### config.mk
export PLATFORM = sky130hd
export DESIGN_NAME = imu_serial_frame_parser_core_flat
export DESIGN_NICKNAME = d
export VERILOG_FILES = /design/src/isfp_pkg.sv /design/src/isfp_if.sv /design/src/isfp_front.sv /design/src/isfp_job_queue.sv /design/src/isfp_back.sv /design/src/imu_serial_frame_parser_core.sv /design/src/flat_wrapper.sv
export VERILOG_INCLUDE_DIRS = /design/src /design/src/src
export SDC_FILE = /design/constraint.sdc
export NUM_CORES = 1
export LEC_CHECK = 0
export ABC_AREA = 1
export BUFFER_PORTS_ARGS = -buffer_cell sky130_fd_sc_hd__buf_4
export CAP_MARGIN = 20
export CORE_ASPECT_RATIO = 1.5
export CORE_MARGIN = 5
export CORE_UTILIZATION = 45
export DETAILED_ROUTE_END_ITERATION = 12
export SLEW_MARGIN = 10
export SYNTH_ARGS = -nofsm -noshare
export SYNTH_HDL_FRONTEND = slang
export SYNTH_HIERARCHICAL = 1
export SYNTH_SLANG_ARGS = --single-unit
### constraint.sdc
create_clock -name clk -period 11.65 [get_ports clk]
set_clock_uncertainty 0.05 [all_clocks]
set_input_delay 1.7475 -clock clk [delete_from_list [all_inputs] [get_ports clk]]
set_output_delay 1.7475 -clock clk [all_outputs]
set_load 0.01 [all_outputs]
### src/imu_serial_frame_parser_core_macros.svh
// Assertion macros for the IMU serial frame parser.
// Included by the top level; the enclosing module must provide clk and rst.
`ifndef IMU_SERIAL_FRAME_PARSER_CORE_MACROS_SVH
`define IMU_SERIAL_FRAME_PARSER_CORE_MACROS_SVH

// Same-cycle implication, disabled during reset.
`define ISFP_ASSERT_NOW(label, ante, cons, msg) \
  label: assert property (@(posedge clk) disable iff (rst) (ante) |-> (cons)) \
    else $error(msg);

// Next-cycle implication, disabled during reset.
`define ISFP_ASSERT_NEXT(label, ante, cons, msg) \
  label: assert property (@(posedge clk) disable iff (rst) (ante) |=> (cons)) \
    else $error(msg);

`endif

### src/isfp_pkg.sv
// Shared types, constants and the CRC-16 byte step for the IMU frame parser.
// No dependencies; every file but isfp_if.sv and the macro header imports this package.
package isfp_pkg;

  localparam int DataLength = 76;
  localparam int NumWords   = 19;
  localparam int WordIdxW   = 5;

  localparam logic [1:0] ST_GOOD    = 2'd0;
  localparam logic [1:0] ST_CRC_ERR = 2'd1;
  localparam logic [1:0] ST_BAD_LEN = 2'd2;
  localparam logic [1:0] ST_UNSUP   = 2'd3;

  localparam logic [1:0] CFG_SYNC_FIRST  = 2'd0;
  localparam logic [1:0] CFG_SYNC_SECOND = 2'd1;
  localparam logic [1:0] CFG_DATA_TAG    = 2'd2;
  localparam logic [1:0] CFG_CRC_ENABLE  = 2'd3;

  localparam logic [15:0] CRC_INIT = 16'hFFFF;
  localparam logic [15:0] CRC_POLY = 16'h1021;

  typedef struct packed {
    logic                we;
    logic [1:0]          index;
    logic [7:0]          data;
  } cfg_wr_t;

  typedef struct packed {
    logic                en;
    logic [WordIdxW-1:0] word;
    logic [1:0]          lane;
    logic [7:0]          data;
  } store_wr_t;

  typedef struct packed {
    logic                push;
    logic [1:0]          status;
  } job_push_t;

  typedef struct packed {
    logic                good_done;
  } back_stat_t;

  function automatic logic [15:0] crc_byte(input logic [15:0] crc, input logic [7:0] b);
    logic [15:0] c;
    c = crc ^ {b, 8'h00};
    for (int k = 0; k < 8; k++) begin
      if (c[15]) begin
        c = {c[14:0], 1'b0} ^ CRC_POLY;
      end else begin
        c = {c[14:0], 1'b0};
      end
    end
    return c;
  endfunction

endpackage

### src/isfp_if.sv
// Valid/ready channel interfaces for received bytes and frame results.
// Depends on nothing; used by the top level and its submodules.
interface isfp_byte_if;
  logic       valid;
  logic       ready;
  logic [7:0] rx_byte;
  modport source (output valid, output rx_byte, input ready);
  modport sink (input valid, input rx_byte, output ready);
endinterface

interface isfp_result_if;
  logic        valid;
  logic        ready;
  logic [1:0]  status;
  logic [4:0]  word_index;
  logic [31:0] word_value;
  logic        last;
  modport source (output valid, output status, output word_index, output word_value,
                  output last, input ready);
  modport sink (input valid, input status, input word_index, input word_value,
                input last, output ready);
endinterface

### src/isfp_front.sv
// Front end: configuration registers, frame state machine, running CRC and payload writes.
// Depends on isfp_pkg and isfp_byte_if; pushes frame outcomes to the job queue.
module isfp_front
  import isfp_pkg::*;
#(
  parameter int MaxPayload = 512
) (
  input  logic        clk,
  input  logic        rst,
  input  cfg_wr_t     cfg,
  isfp_byte_if.sink   rx,
  input  logic        queue_full,
  input  back_stat_t  bstat,
  output job_push_t   job,
  output store_wr_t   store_wr
);

  localparam logic [2:0] PH_SYNC0 = 3'd0;
  localparam logic [2:0] PH_SYNC1 = 3'd1;
  localparam logic [2:0] PH_LEN0  = 3'd2;
  localparam logic [2:0] PH_LEN1  = 3'd3;
  localparam logic [2:0] PH_CHK0  = 3'd4;
  localparam logic [2:0] PH_CHK1  = 3'd5;
  localparam logic [2:0] PH_DATA  = 3'd6;

  logic [7:0]  sync_first;
  logic [7:0]  sync_second;
  logic [7:0]  data_tag;
  logic        crc_en;
  logic [15:0] sync_part;
  logic [15:0] sync_crc;
  logic [1:0]  settle;

  logic [2:0]  phase, phase_next;
  logic [15:0] frame_length, frame_length_next;
  logic [15:0] expected_check, expected_check_next;
  logic [15:0] byte_count, byte_count_next;
  logic [15:0] running_check, running_check_next;
  logic [7:0]  first_byte;
  logic        good_hold;

  logic        accept;
  logic [7:0]  b;
  logic [15:0] crc_in;
  logic [15:0] count_inc;
  logic [15:0] full_len;
  job_push_t   job_c;

  assign b         = rx.rx_byte;
  assign rx.ready  = !queue_full && !good_hold && (settle == 2'd0);
  assign accept    = rx.valid && rx.ready;
  assign crc_in    = crc_byte((phase == PH_LEN0) ? sync_crc : running_check, b);
  assign count_inc = byte_count + 16'd1;
  assign full_len  = {b, frame_length[7:0]};

  always_ff @(posedge clk) begin
    if (rst) begin
      sync_first  <= 8'h5A;
      sync_second <= 8'hA5;
      data_tag    <= 8'h91;
      crc_en      <= 1'b0;
      settle      <= 2'd2;
    end else begin
      if (cfg.we) begin
        settle <= 2'd2;
        unique case (cfg.index)
          CFG_SYNC_FIRST:  sync_first  <= cfg.data;
          CFG_SYNC_SECOND: sync_second <= cfg.data;
          CFG_DATA_TAG:    data_tag    <= cfg.data;
          CFG_CRC_ENABLE:  crc_en      <= cfg.data[0];
          default:         ;
        endcase
      end else if (settle != 2'd0) begin
        settle <= settle - 2'd1;
      end
    end
  end

  // The CRC seed over both sync bytes is pipelined through the registers sync_part and sync_crc.
  always_ff @(posedge clk) begin
    sync_part <= crc_byte(CRC_INIT, sync_first);
    sync_crc  <= crc_byte(sync_part, sync_second);
  end

  always_comb begin
    phase_next          = phase;
    frame_length_next   = frame_length;
    expected_check_next = expected_check;
    byte_count_next     = byte_count;
    running_check_next  = running_check;
    job_c.push          = 1'b0;
    job_c.status        = ST_GOOD;
    unique case (phase)
      PH_SYNC1: begin
        if (b == sync_second) begin
          phase_next = PH_LEN0;
        end else if (b == sync_first) begin
          phase_next = PH_SYNC1;
        end else begin
          phase_next = PH_SYNC0;
        end
      end
      PH_LEN0: begin
        frame_length_next  = {8'h00, b};
        running_check_next = crc_in;
        phase_next         = PH_LEN1;
      end
      PH_LEN1: begin
        frame_length_next  = full_len;
        running_check_next = crc_in;
        phase_next         = PH_CHK0;
        if (full_len == 16'd0 || full_len > 16'(MaxPayload)) begin
          job_c.push          = 1'b1;
          job_c.status        = ST_BAD_LEN;
          phase_next          = PH_SYNC0;
          frame_length_next   = 16'd0;
          expected_check_next = 16'd0;
          byte_count_next     = 16'd0;
          running_check_next  = CRC_INIT;
        end
      end
      PH_CHK0: begin
        expected_check_next = {8'h00, b};
        phase_next          = PH_CHK1;
      end
      PH_CHK1: begin
        expected_check_next = {b, expected_check[7:0]};
        byte_count_next     = 16'd0;
        phase_next          = PH_DATA;
      end
      PH_DATA: begin
        running_check_next = crc_in;
        byte_count_next    = count_inc;
        if (count_inc >= frame_length) begin
          job_c.push = 1'b1;
          if (crc_en && crc_in != expected_check) begin
            job_c.status = ST_CRC_ERR;
          end else if (frame_length < 16'(DataLength) || first_byte != data_tag) begin
            job_c.status = ST_UNSUP;
          end else begin
            job_c.status = ST_GOOD;
          end
          phase_next          = PH_SYNC0;
          frame_length_next   = 16'd0;
          expected_check_next = 16'd0;
          byte_count_next     = 16'd0;
          running_check_next  = CRC_INIT;
        end
      end
      default: begin
        phase_next = (b == sync_first) ? PH_SYNC1 : PH_SYNC0;
      end
    endcase
  end

  assign job.push   = accept && job_c.push;
  assign job.status = job_c.status;

  assign store_wr.en   = accept && (phase == PH_DATA) && (byte_count < 16'(DataLength));
  assign store_wr.word = byte_count[WordIdxW+1:2];
  assign store_wr.lane = byte_count[1:0];
  assign store_wr.data = b;

  always_ff @(posedge clk) begin
    if (rst) begin
      phase          <= PH_SYNC0;
      frame_length   <= 16'd0;
      expected_check <= 16'd0;
      byte_count     <= 16'd0;
      running_check  <= CRC_INIT;
      good_hold      <= 1'b0;
    end else begin
      if (accept) begin
        phase          <= phase_next;
        frame_length   <= frame_length_next;
        expected_check <= expected_check_next;
        byte_count     <= byte_count_next;
        running_check  <= running_check_next;
      end
      if (job.push && job.status == ST_GOOD) begin
        good_hold <= 1'b1;
      end else if (bstat.good_done) begin
        good_hold <= 1'b0;
      end
    end
  end

  always_ff @(posedge clk) begin
    if (accept && phase == PH_DATA && byte_count == 16'd0) begin
      first_byte <= b;
    end
  end

endmodule

### src/isfp_job_queue.sv
// Two-entry queue of frame outcomes between the front and back ends.
// Depends on isfp_pkg for the push record.
module isfp_job_queue
  import isfp_pkg::*;
(
  input  logic       clk,
  input  logic       rst,
  input  job_push_t  job,
  output logic       full,
  input  logic       pop,
  output logic       empty,
  output logic [1:0] head_status
);

  logic [1:0] entries [2];
  logic       wr_ptr;
  logic       rd_ptr;
  logic [1:0] count;

  assign full        = (count == 2'd2);
  assign empty       = (count == 2'd0);
  assign head_status = entries[rd_ptr];

  always_ff @(posedge clk) begin
    if (rst) begin
      wr_ptr <= 1'b0;
      rd_ptr <= 1'b0;
      count  <= 2'd0;
    end else begin
      if (job.push && !full) begin
        wr_ptr <= !wr_ptr;
      end
      if (pop && !empty) begin
        rd_ptr <= !rd_ptr;
      end
      if ((job.push && !full) && !(pop && !empty)) begin
        count <= count + 2'd1;
      end else if (!(job.push && !full) && (pop && !empty)) begin
        count <= count - 2'd1;
      end
    end
  end

  always_ff @(posedge clk) begin
    if (job.push && !full) begin
      entries[wr_ptr] <= job.status;
    end
  end

endmodule

### src/isfp_back.sv
// Back end: payload word memory and the result sequencer with its output register.
// Depends on isfp_pkg and isfp_result_if; pops outcomes from the job queue.
module isfp_back
  import isfp_pkg::*;
(
  input  logic         clk,
  input  logic         rst,
  input  store_wr_t    store_wr,
  input  logic         q_empty,
  input  logic [1:0]   head_status,
  output logic         pop,
  output back_stat_t   bstat,
  isfp_result_if.source res
);

  localparam logic [1:0] B_IDLE = 2'd0;
  localparam logic [1:0] B_READ = 2'd1;
  localparam logic [1:0] B_LOAD = 2'd2;
  localparam logic [1:0] B_OUT  = 2'd3;

  logic [31:0]         mem [NumWords];
  logic [31:0]         rdata;
  logic [WordIdxW-1:0] rd_addr;
  logic [1:0]          bstate;

  logic                out_valid;
  logic [1:0]          out_status;
  logic [WordIdxW-1:0] out_index;
  logic [31:0]         out_value;
  logic                out_last;

  always_ff @(posedge clk) begin
    if (store_wr.en) begin
      mem[store_wr.word][{store_wr.lane, 3'b000} +: 8] <= store_wr.data;
    end
    rdata <= mem[rd_addr];
  end

  assign pop             = (bstate == B_IDLE) && !q_empty;
  assign bstat.good_done = (bstate == B_OUT) && res.ready && out_last &&
                           (out_status == ST_GOOD);

  assign res.valid      = out_valid;
  assign res.status     = out_status;
  assign res.word_index = out_index;
  assign res.word_value = out_value;
  assign res.last       = out_last;

  always_ff @(posedge clk) begin
    if (rst) begin
      bstate    <= B_IDLE;
      out_valid <= 1'b0;
    end else begin
      unique case (bstate)
        B_IDLE: begin
          if (!q_empty) begin
            if (head_status == ST_GOOD) begin
              rd_addr <= '0;
              bstate  <= B_READ;
            end else begin
              out_status <= head_status;
              out_index  <= '0;
              out_value  <= 32'd0;
              out_last   <= 1'b1;
              out_valid  <= 1'b1;
              bstate     <= B_OUT;
            end
          end
        end
        B_READ: begin
          bstate <= B_LOAD;
        end
        B_LOAD: begin
          out_status <= ST_GOOD;
          out_index  <= rd_addr;
          out_value  <= rdata;
          out_last   <= (rd_addr == WordIdxW'(NumWords - 1));
          out_valid  <= 1'b1;
          bstate     <= B_OUT;
        end
        B_OUT: begin
          if (res.ready) begin
            out_valid <= 1'b0;
            if (out_last) begin
              bstate <= B_IDLE;
            end else begin
              rd_addr <= rd_addr + WordIdxW'(1);
              bstate  <= B_READ;
            end
          end
        end
        default: begin
          bstate <= B_IDLE;
        end
      endcase
    end
  end

endmodule

### src/imu_serial_frame_parser_core.sv
// Top level of the IMU serial frame parser: front end, outcome queue and back end.
// Depends on isfp_pkg, isfp_if.sv, isfp_front, isfp_job_queue and isfp_back.
//
// Usage: received bytes arrive one item per handshake on rx (valid/ready); results
// leave on res, one item per handshake. Registers are written through cfg_we,
// cfg_index and cfg_data while the block is idle.
// Throughput: rx takes one byte per cycle while hunting and receiving a frame, as long as
// the queue has room. A byte write to the configuration holds rx ready low while the
// sync CRC seed is recomputed through its registers; rx ready is also held low after reset.
// Results: the outcome of a frame is written into the queue with its last byte; an error
// result is then loaded into the output register. A good frame gives 19 words, each read
// from the payload word memory through a registered read (states B_READ, B_LOAD) into the
// output register; the next word is read only after the previous one is taken. From the
// end of a good frame until its last word is taken, rx is not ready.
// Reset: the parser hunts for the first sync byte, the queue is empty and the
// registers take their default values.
// Stalls: while res is held, the output register keeps its item and the two-entry
// queue absorbs frame outcomes; rx stops when the queue is full.
module imu_serial_frame_parser_core
  import isfp_pkg::*;
#(
  parameter int MaxPayload = 512
) (
  input  logic          clk,
  input  logic          rst,
  input  logic          cfg_we,
  input  logic [1:0]    cfg_index,
  input  logic [7:0]    cfg_data,
  isfp_byte_if.sink     rx,
  isfp_result_if.source res
);

  `include "imu_serial_frame_parser_core_macros.svh"

  cfg_wr_t    cfg;
  job_push_t  job;
  store_wr_t  store_wr;
  back_stat_t bstat;
  logic       queue_full;
  logic       q_empty;
  logic       pop;
  logic [1:0] head_status;

  assign cfg.we    = cfg_we;
  assign cfg.index = cfg_index;
  assign cfg.data  = cfg_data;

  isfp_front #(.MaxPayload(MaxPayload)) u_front (
    .clk        (clk),
    .rst        (rst),
    .cfg        (cfg),
    .rx         (rx),
    .queue_full (queue_full),
    .bstat      (bstat),
    .job        (job),
    .store_wr   (store_wr)
  );

  isfp_job_queue u_queue (
    .clk         (clk),
    .rst         (rst),
    .job         (job),
    .full        (queue_full),
    .pop         (pop),
    .empty       (q_empty),
    .head_status (head_status)
  );

  isfp_back u_back (
    .clk         (clk),
    .rst         (rst),
    .store_wr    (store_wr),
    .q_empty     (q_empty),
    .head_status (head_status),
    .pop         (pop),
    .bstat       (bstat),
    .res         (res)
  );

  `ISFP_ASSERT_NOW(a_nonlast_is_good, res.valid && !res.last, res.status == ST_GOOD, "non-final result without good status")
  `ISFP_ASSERT_NOW(a_error_zero, res.valid && res.status != ST_GOOD, res.word_index == 5'd0 && res.word_value == 32'd0, "error result with nonzero index or value")
  `ISFP_ASSERT_NOW(a_store_locked, res.valid && res.status == ST_GOOD, !rx.ready, "byte input open while frame words are emitted")
  `ISFP_ASSERT_NEXT(a_word_gap, res.valid && res.ready && !res.last, !res.valid, "next word shown before its memory read")

endmodule

### src/flat_wrapper.sv
// flat-port wrapper written by rule: the top's interface ports become plain ports
module imu_serial_frame_parser_core_flat import isfp_pkg::*;
#(
  parameter int MaxPayload = 512
)
  (clk, rst, cfg_we, cfg_index, cfg_data, rx_valid, rx_rx_byte, rx_ready, res_valid, res_status, res_word_index, res_word_value, res_last, res_ready);
  isfp_byte_if rx_i ();
  isfp_result_if res_i ();
  input  logic clk;
  input  logic rst;
  input  logic cfg_we;
  input  logic [1:0] cfg_index;
  input  logic [7:0] cfg_data;
  input wire logic [$bits(rx_i.valid)-1:0] rx_valid;
  input wire logic [$bits(rx_i.rx_byte)-1:0] rx_rx_byte;
  output wire logic [$bits(rx_i.ready)-1:0] rx_ready;
  output wire logic [$bits(res_i.valid)-1:0] res_valid;
  output wire logic [$bits(res_i.status)-1:0] res_status;
  output wire logic [$bits(res_i.word_index)-1:0] res_word_index;
  output wire logic [$bits(res_i.word_value)-1:0] res_word_value;
  output wire logic [$bits(res_i.last)-1:0] res_last;
  input wire logic [$bits(res_i.ready)-1:0] res_ready;
  assign rx_i.valid = rx_valid;
  assign rx_i.rx_byte = rx_rx_byte;
  assign rx_ready = rx_i.ready;
  assign res_valid = res_i.valid;
  assign res_status = res_i.status;
  assign res_word_index = res_i.word_index;
  assign res_word_value = res_i.word_value;
  assign res_last = res_i.last;
  assign res_i.ready = res_ready;
  imu_serial_frame_parser_core #(.MaxPayload(MaxPayload)) u_core (.clk(clk), .rst(rst), .cfg_we(cfg_we), .cfg_index(cfg_index), .cfg_data(cfg_data), .rx(rx_i), .res(res_i));
endmodule
==> impl_summary.log <==
[metrics] flop and latch count out of synthesis: 831
[metrics] final-stage net count: 3969
[metrics] post-synth cell types: 43
[metrics] top-area cell type share of the netlist area: 53.8%
[metrics] sum of net half-perimeters after detailed placement: 65.2 mm
[metrics] global-route layer with the greatest usage: met2
[metrics] effective utilization at floorplan: 45.2%
[metrics] endpoint of the worst register-to-register path: u_core/u_front/expected_check[4]
[metrics] count of mapped cells out of synthesis: 3913
[metrics] Clk Tree Root Cell: sky130_fd_sc_hd__clkbuf_16
[metrics] CTS sink count: 831
[metrics] Min Hold Slack: 0.356 ns
[metrics] largest area contributor in the synthesized netlist: sky130_fd_sc_hd__edfxtp_1
[metrics] sequential element share of the synthesized area: 62.7%
[metrics] CP Data Required Time: 12.12 ns
[metrics] worst stage delay on the critical path: 0.78 ns
[metrics] largest net degree at the start of global routing: 243
[metrics] max-slew violations: 0
[metrics] Avg WL per Cell: 19.6 microns
[metrics] vias in the first global route: 25100
[metrics] unrepaired setup endpoints after global routing: false
[metrics] Area contributors post-synth: sky130_fd_sc_hd__edfxtp_1 54%, sky130_fd_sc_hd__nand2_1 12%, sky130_fd_sc_hd__dfxtp_1 8.9%
[metrics] number of iterations in the first detailed-routing pass: 6
[metrics] GR Layer Usage met3: 2.97%
[metrics] register-to-register setup slack: 6.77 ns
[metrics] count of input and output buffers: 64
[metrics] worst min-delay path category: reg2reg
[metrics] xor-xnor portion of the synthesized cell area: 1.63%
[metrics] hold buffers post-CTS: 0
[metrics] global routing usage on met1: 24.3%
[metrics] first-iteration detailed-routing DRC count: 1789
[metrics] CP arrival: 5.35 ns
[metrics] Worst-Skew Late Latency: 0.64 ns
[metrics] CTS H-Tree Depth: 3
[metrics] total number of placement rows: 129
[metrics] endpoint kind of the worst setup timing path: flip-flop
[metrics] Hold Crit Start: u_core/u_front/sync_first[4]
[metrics] cts bufs inserted: 80
[metrics] antenna violations before repair: 0
[metrics] WHS Path Cells: 0
[metrics] area of the placeable core: 82200 sq um
[metrics] Resize count post-CTS: 0
[metrics] die height: 362 microns
[metrics] first-pass GRT wire length: 147 mm
[metrics] final hold vios: 0
[metrics] final count of negative-setup-slack endpoints: 0
[metrics] worst r2r src: u_core/u_front/byte_count[0]
[metrics] post-route antenna net violation count: 0
[metrics] standard cell with the maximum stage delay on the critical path: sky130_fd_sc_hd__a21oi_1
[metrics] final-layout setup total negative slack: 0 ns
[metrics] max frequency: 0.205 GHz
[metrics] standby leakage power: 17.9 nW
[metrics] global-route usage over all layers: 21.8%
[metrics] worst-path maximum fanout: 16
[metrics] category of the critical setup timing path: reg2reg
[metrics] placement-stage worst setup slack: 6.56 ns
[metrics] headroom to the max-slew limit: 19.7%
[metrics] routed wire length: 98.5 mm
[metrics] outcome: completed
[metrics] Area growth syn-to-layout: 10.9%
[metrics] period utilisation layout: 41.9%
[metrics] area share of fa/ha/maj cells after synthesis: 1.08%
[metrics] Cell Pwr Density: 155 nW/um^2
[metrics] die width: 245 microns
[metrics] fraction of layout cells with a size suffix above 1: 7.01%
[metrics] shortest period the worst path allows: 4.88 ns
[metrics] combined area of all synthesized cells: 37100 sq um
[metrics] setup slack after layout: 6.77 ns
[metrics] deepest clock path buffer count: 3
[metrics] synthesized area per cell: 9.49 sq um
[metrics] number of warnings reported in the yosys synthesis log: 6
[metrics] maximum ir drop on the vdd rail: 0.130 mV
[metrics] cell seen most often among critical-path stages: sky130_fd_sc_hd__nand3_1
[metrics] number of max-capacitance violations reported: 0
[metrics] reg2reg path depth: 22
[metrics] startpoint types: flip-flop
[metrics] ant diodes: 0
[metrics] global route total overflow: 0
[metrics] Top Ports: 65
[metrics] global placer's final weighted congestion: 0.873
[metrics] TritonCTS clock tree: done
[metrics] ordered cell list for the critical path: inv_1, nor3_1, nand3_1, nand3b_1, nor2_1, nand3_1, nor3_1, xor2_1, ha_1, nand2_1, inv_1, nand3_1, nor3_1, nand3_1, nand3_1, nor3_1, inv_1, nand2_1, a21oi_1, o21ai_0, o21ai_0, nor2_1
[metrics] met2 track utilization from global routing: 40.1%
[metrics] synthesized-area fraction occupied by ao, oa, aoi and oai cells: 3.49%
[metrics] multiplexer area fraction after synthesis: 0.0606%
[metrics] hold path endpoint: u_core/u_front/sync_part[9]
[metrics] Post-Synth Simple-Gate Area: 21.1%
[metrics] DRC: 0
[metrics] syn nets: 3968
[metrics] vias after detailed routing: 25600
[metrics] Die Area: 88500 sq um
[metrics] post-CTS setup buffer count: 0
[metrics] clock-pin slew of the registers on the worst-case setup and hold paths: 0.07 ns
[metrics] vias per inst: 5.10
[metrics] pin slew with the least headroom to its limit: 1.20 ns
[metrics] dominant combinational cell family by area after synthesis: simple AND/OR/NAND/NOR gates
==> cell type report <==
class | count | area (sq um)
fill | 7462 | 41000
inverter | 688 | 2600
clock buffer | 103 | 2240
clock inverter | 44 | 556
timing repair buffer | 97 | 771
sequential | 831 | 23300
multi-input combinational | 2216 | 10400
tap | 1048 | 1310
==> cells in the final DEF, fill, tap and decap left out, types with 45 or more instances in the layout <==
| master | netlist | routed |
|---|---|---|
| sky130_fd_sc_hd__o211ai_1 | 48 | 48 |
| sky130_fd_sc_hd__inv_1 | 674 | 675 |
| sky130_fd_sc_hd__a21oi_1 | 60 | 60 |
| sky130_fd_sc_hd__edfxtp_1 | 665 | 665 |
| sky130_fd_sc_hd__clkbuf_16 | 0 | 86 |
| sky130_fd_sc_hd__dfxtp_1 | 166 | 166 |
| sky130_fd_sc_hd__o21ai_0 | 68 | 68 |
| sky130_fd_sc_hd__buf_4 | 41 | 90 |
| sky130_fd_sc_hd__nand2_1 | 1183 | 1183 |
| sky130_fd_sc_hd__xnor2_1 | 45 | 45 |
| sky130_fd_sc_hd__nor2_1 | 192 | 180 |
| sky130_fd_sc_hd__nand3_1 | 439 | 439 |
==> cells in the mapped netlist, drive strengths merged <==
cell type / instances
clkinv: 4
inv: 684
nand2: 1193
nor3: 40
mux2: 2
nand3: 441
o31ai: 2
a22oi: 14
edfxtp: 665
xor2: 24
a211oi: 10
xnor2: 45
a21oi: 60
o21ai: 78
and2: 1
o311ai: 1
a311oi: 1
nand3b: 3
clkbuf: 44
dfxtp: 166
ha: 32
o221ai: 2
o2111ai: 1
nand4: 17
buf: 134
nor4: 6
o211ai: 48
nor2: 195
==> metrics by stage <==
stage	area [sq um]	total power [mW]	utilization [%]	cells
after global routing	41200	6.60	50.1	5027
after CTS	41100	6.45	50.1	5024
after detailed placement	38300	3.71	46.7	4877
after floorplan	37100	3.55	-	3913
after global placement	38300	3.71	46.6	4874
final	41200	6.38	50.1	5027
==> critical path, delay by kind of cell, from the launching register on <==
| kind | cells | cell delay [ns] |
|---|---|---|
| buffers and inverters | 3 | 0.28 |
| XOR/XNOR | 1 | 0.12 |
| AO/OA/AOI/OAI | 3 | 1.11 |
| flip-flops | 1 | 0.66 |
| AND/OR/NAND/NOR | 14 | 2.22 |
| adder cells (fa/ha/maj) | 1 | 0.31 |
==> where the power goes <==
part | internal, mW | total, mW | switching [mW]
Sequential | 3.26 | 3.30 | 0.0402
Combinational | 0.116 | 0.350 | 0.234
Clock | 1.63 | 2.74 | 1.11
Total | 5.00 | 6.38 | 1.38
==> per-layer routing <==
metal  vias up  wire length, microns
li1      12500                     -
met4         0                  5980
met2       741                 51100
met5         -                     0
met1     12100                 36700
met3       248                  4690
==> sequential cells by signal, indices dropped and copies added, names as in the netlist, 8 cells and up, named ones only <==
| signal | cells |
|---|---|
| u_core/u_front/sync_first | 8 |
| u_core/u_front/first_byte | 8 |
| u_core/u_back/mem | 608 |
| u_core/u_front/expected_check | 16 |
| u_core/u_front/sync_part | 15 |
| u_core/u_front/byte_count | 16 |
| u_core/u_front/running_check | 16 |
| u_core/u_front/data_tag | 8 |
| u_core/u_front/sync_second | 8 |
| u_core/u_front/frame_length | 16 |
| u_core/u_front/sync_crc | 16 |
| u_core/u_back/res.word_value | 32 |
| u_core/u_back/rdata | 32 |
==> worst max path at each step <==
stage | from | to | depth (start not counted)
after floorplan | rst | u_core/u_back/res.last | 1
after global placement | rx_valid | u_core/u_back/mem[9][17] | 7
after detailed placement | rx_valid | u_core/u_back/mem[4][11] | 7
after CTS | u_core/u_front/byte_count[0] | u_core/u_front/expected_check[2] | 22
after global routing | u_core/u_front/byte_count[0] | u_core/u_front/expected_check[0] | 22
final | u_core/u_front/byte_count[0] | u_core/u_front/expected_check[4] | 22
==> kinds of logic (layout without fill, tap and decap cells) <==
family,count (synthesis),in the layout
simple gates,1896,1896
buf+inv,866,932
flops,831,831
compound gates,217,217
xor+xnor,69,69
fa+ha+maj,32,32
mux,2,2
No activity file was read; power rests on OpenSTA's default activity.
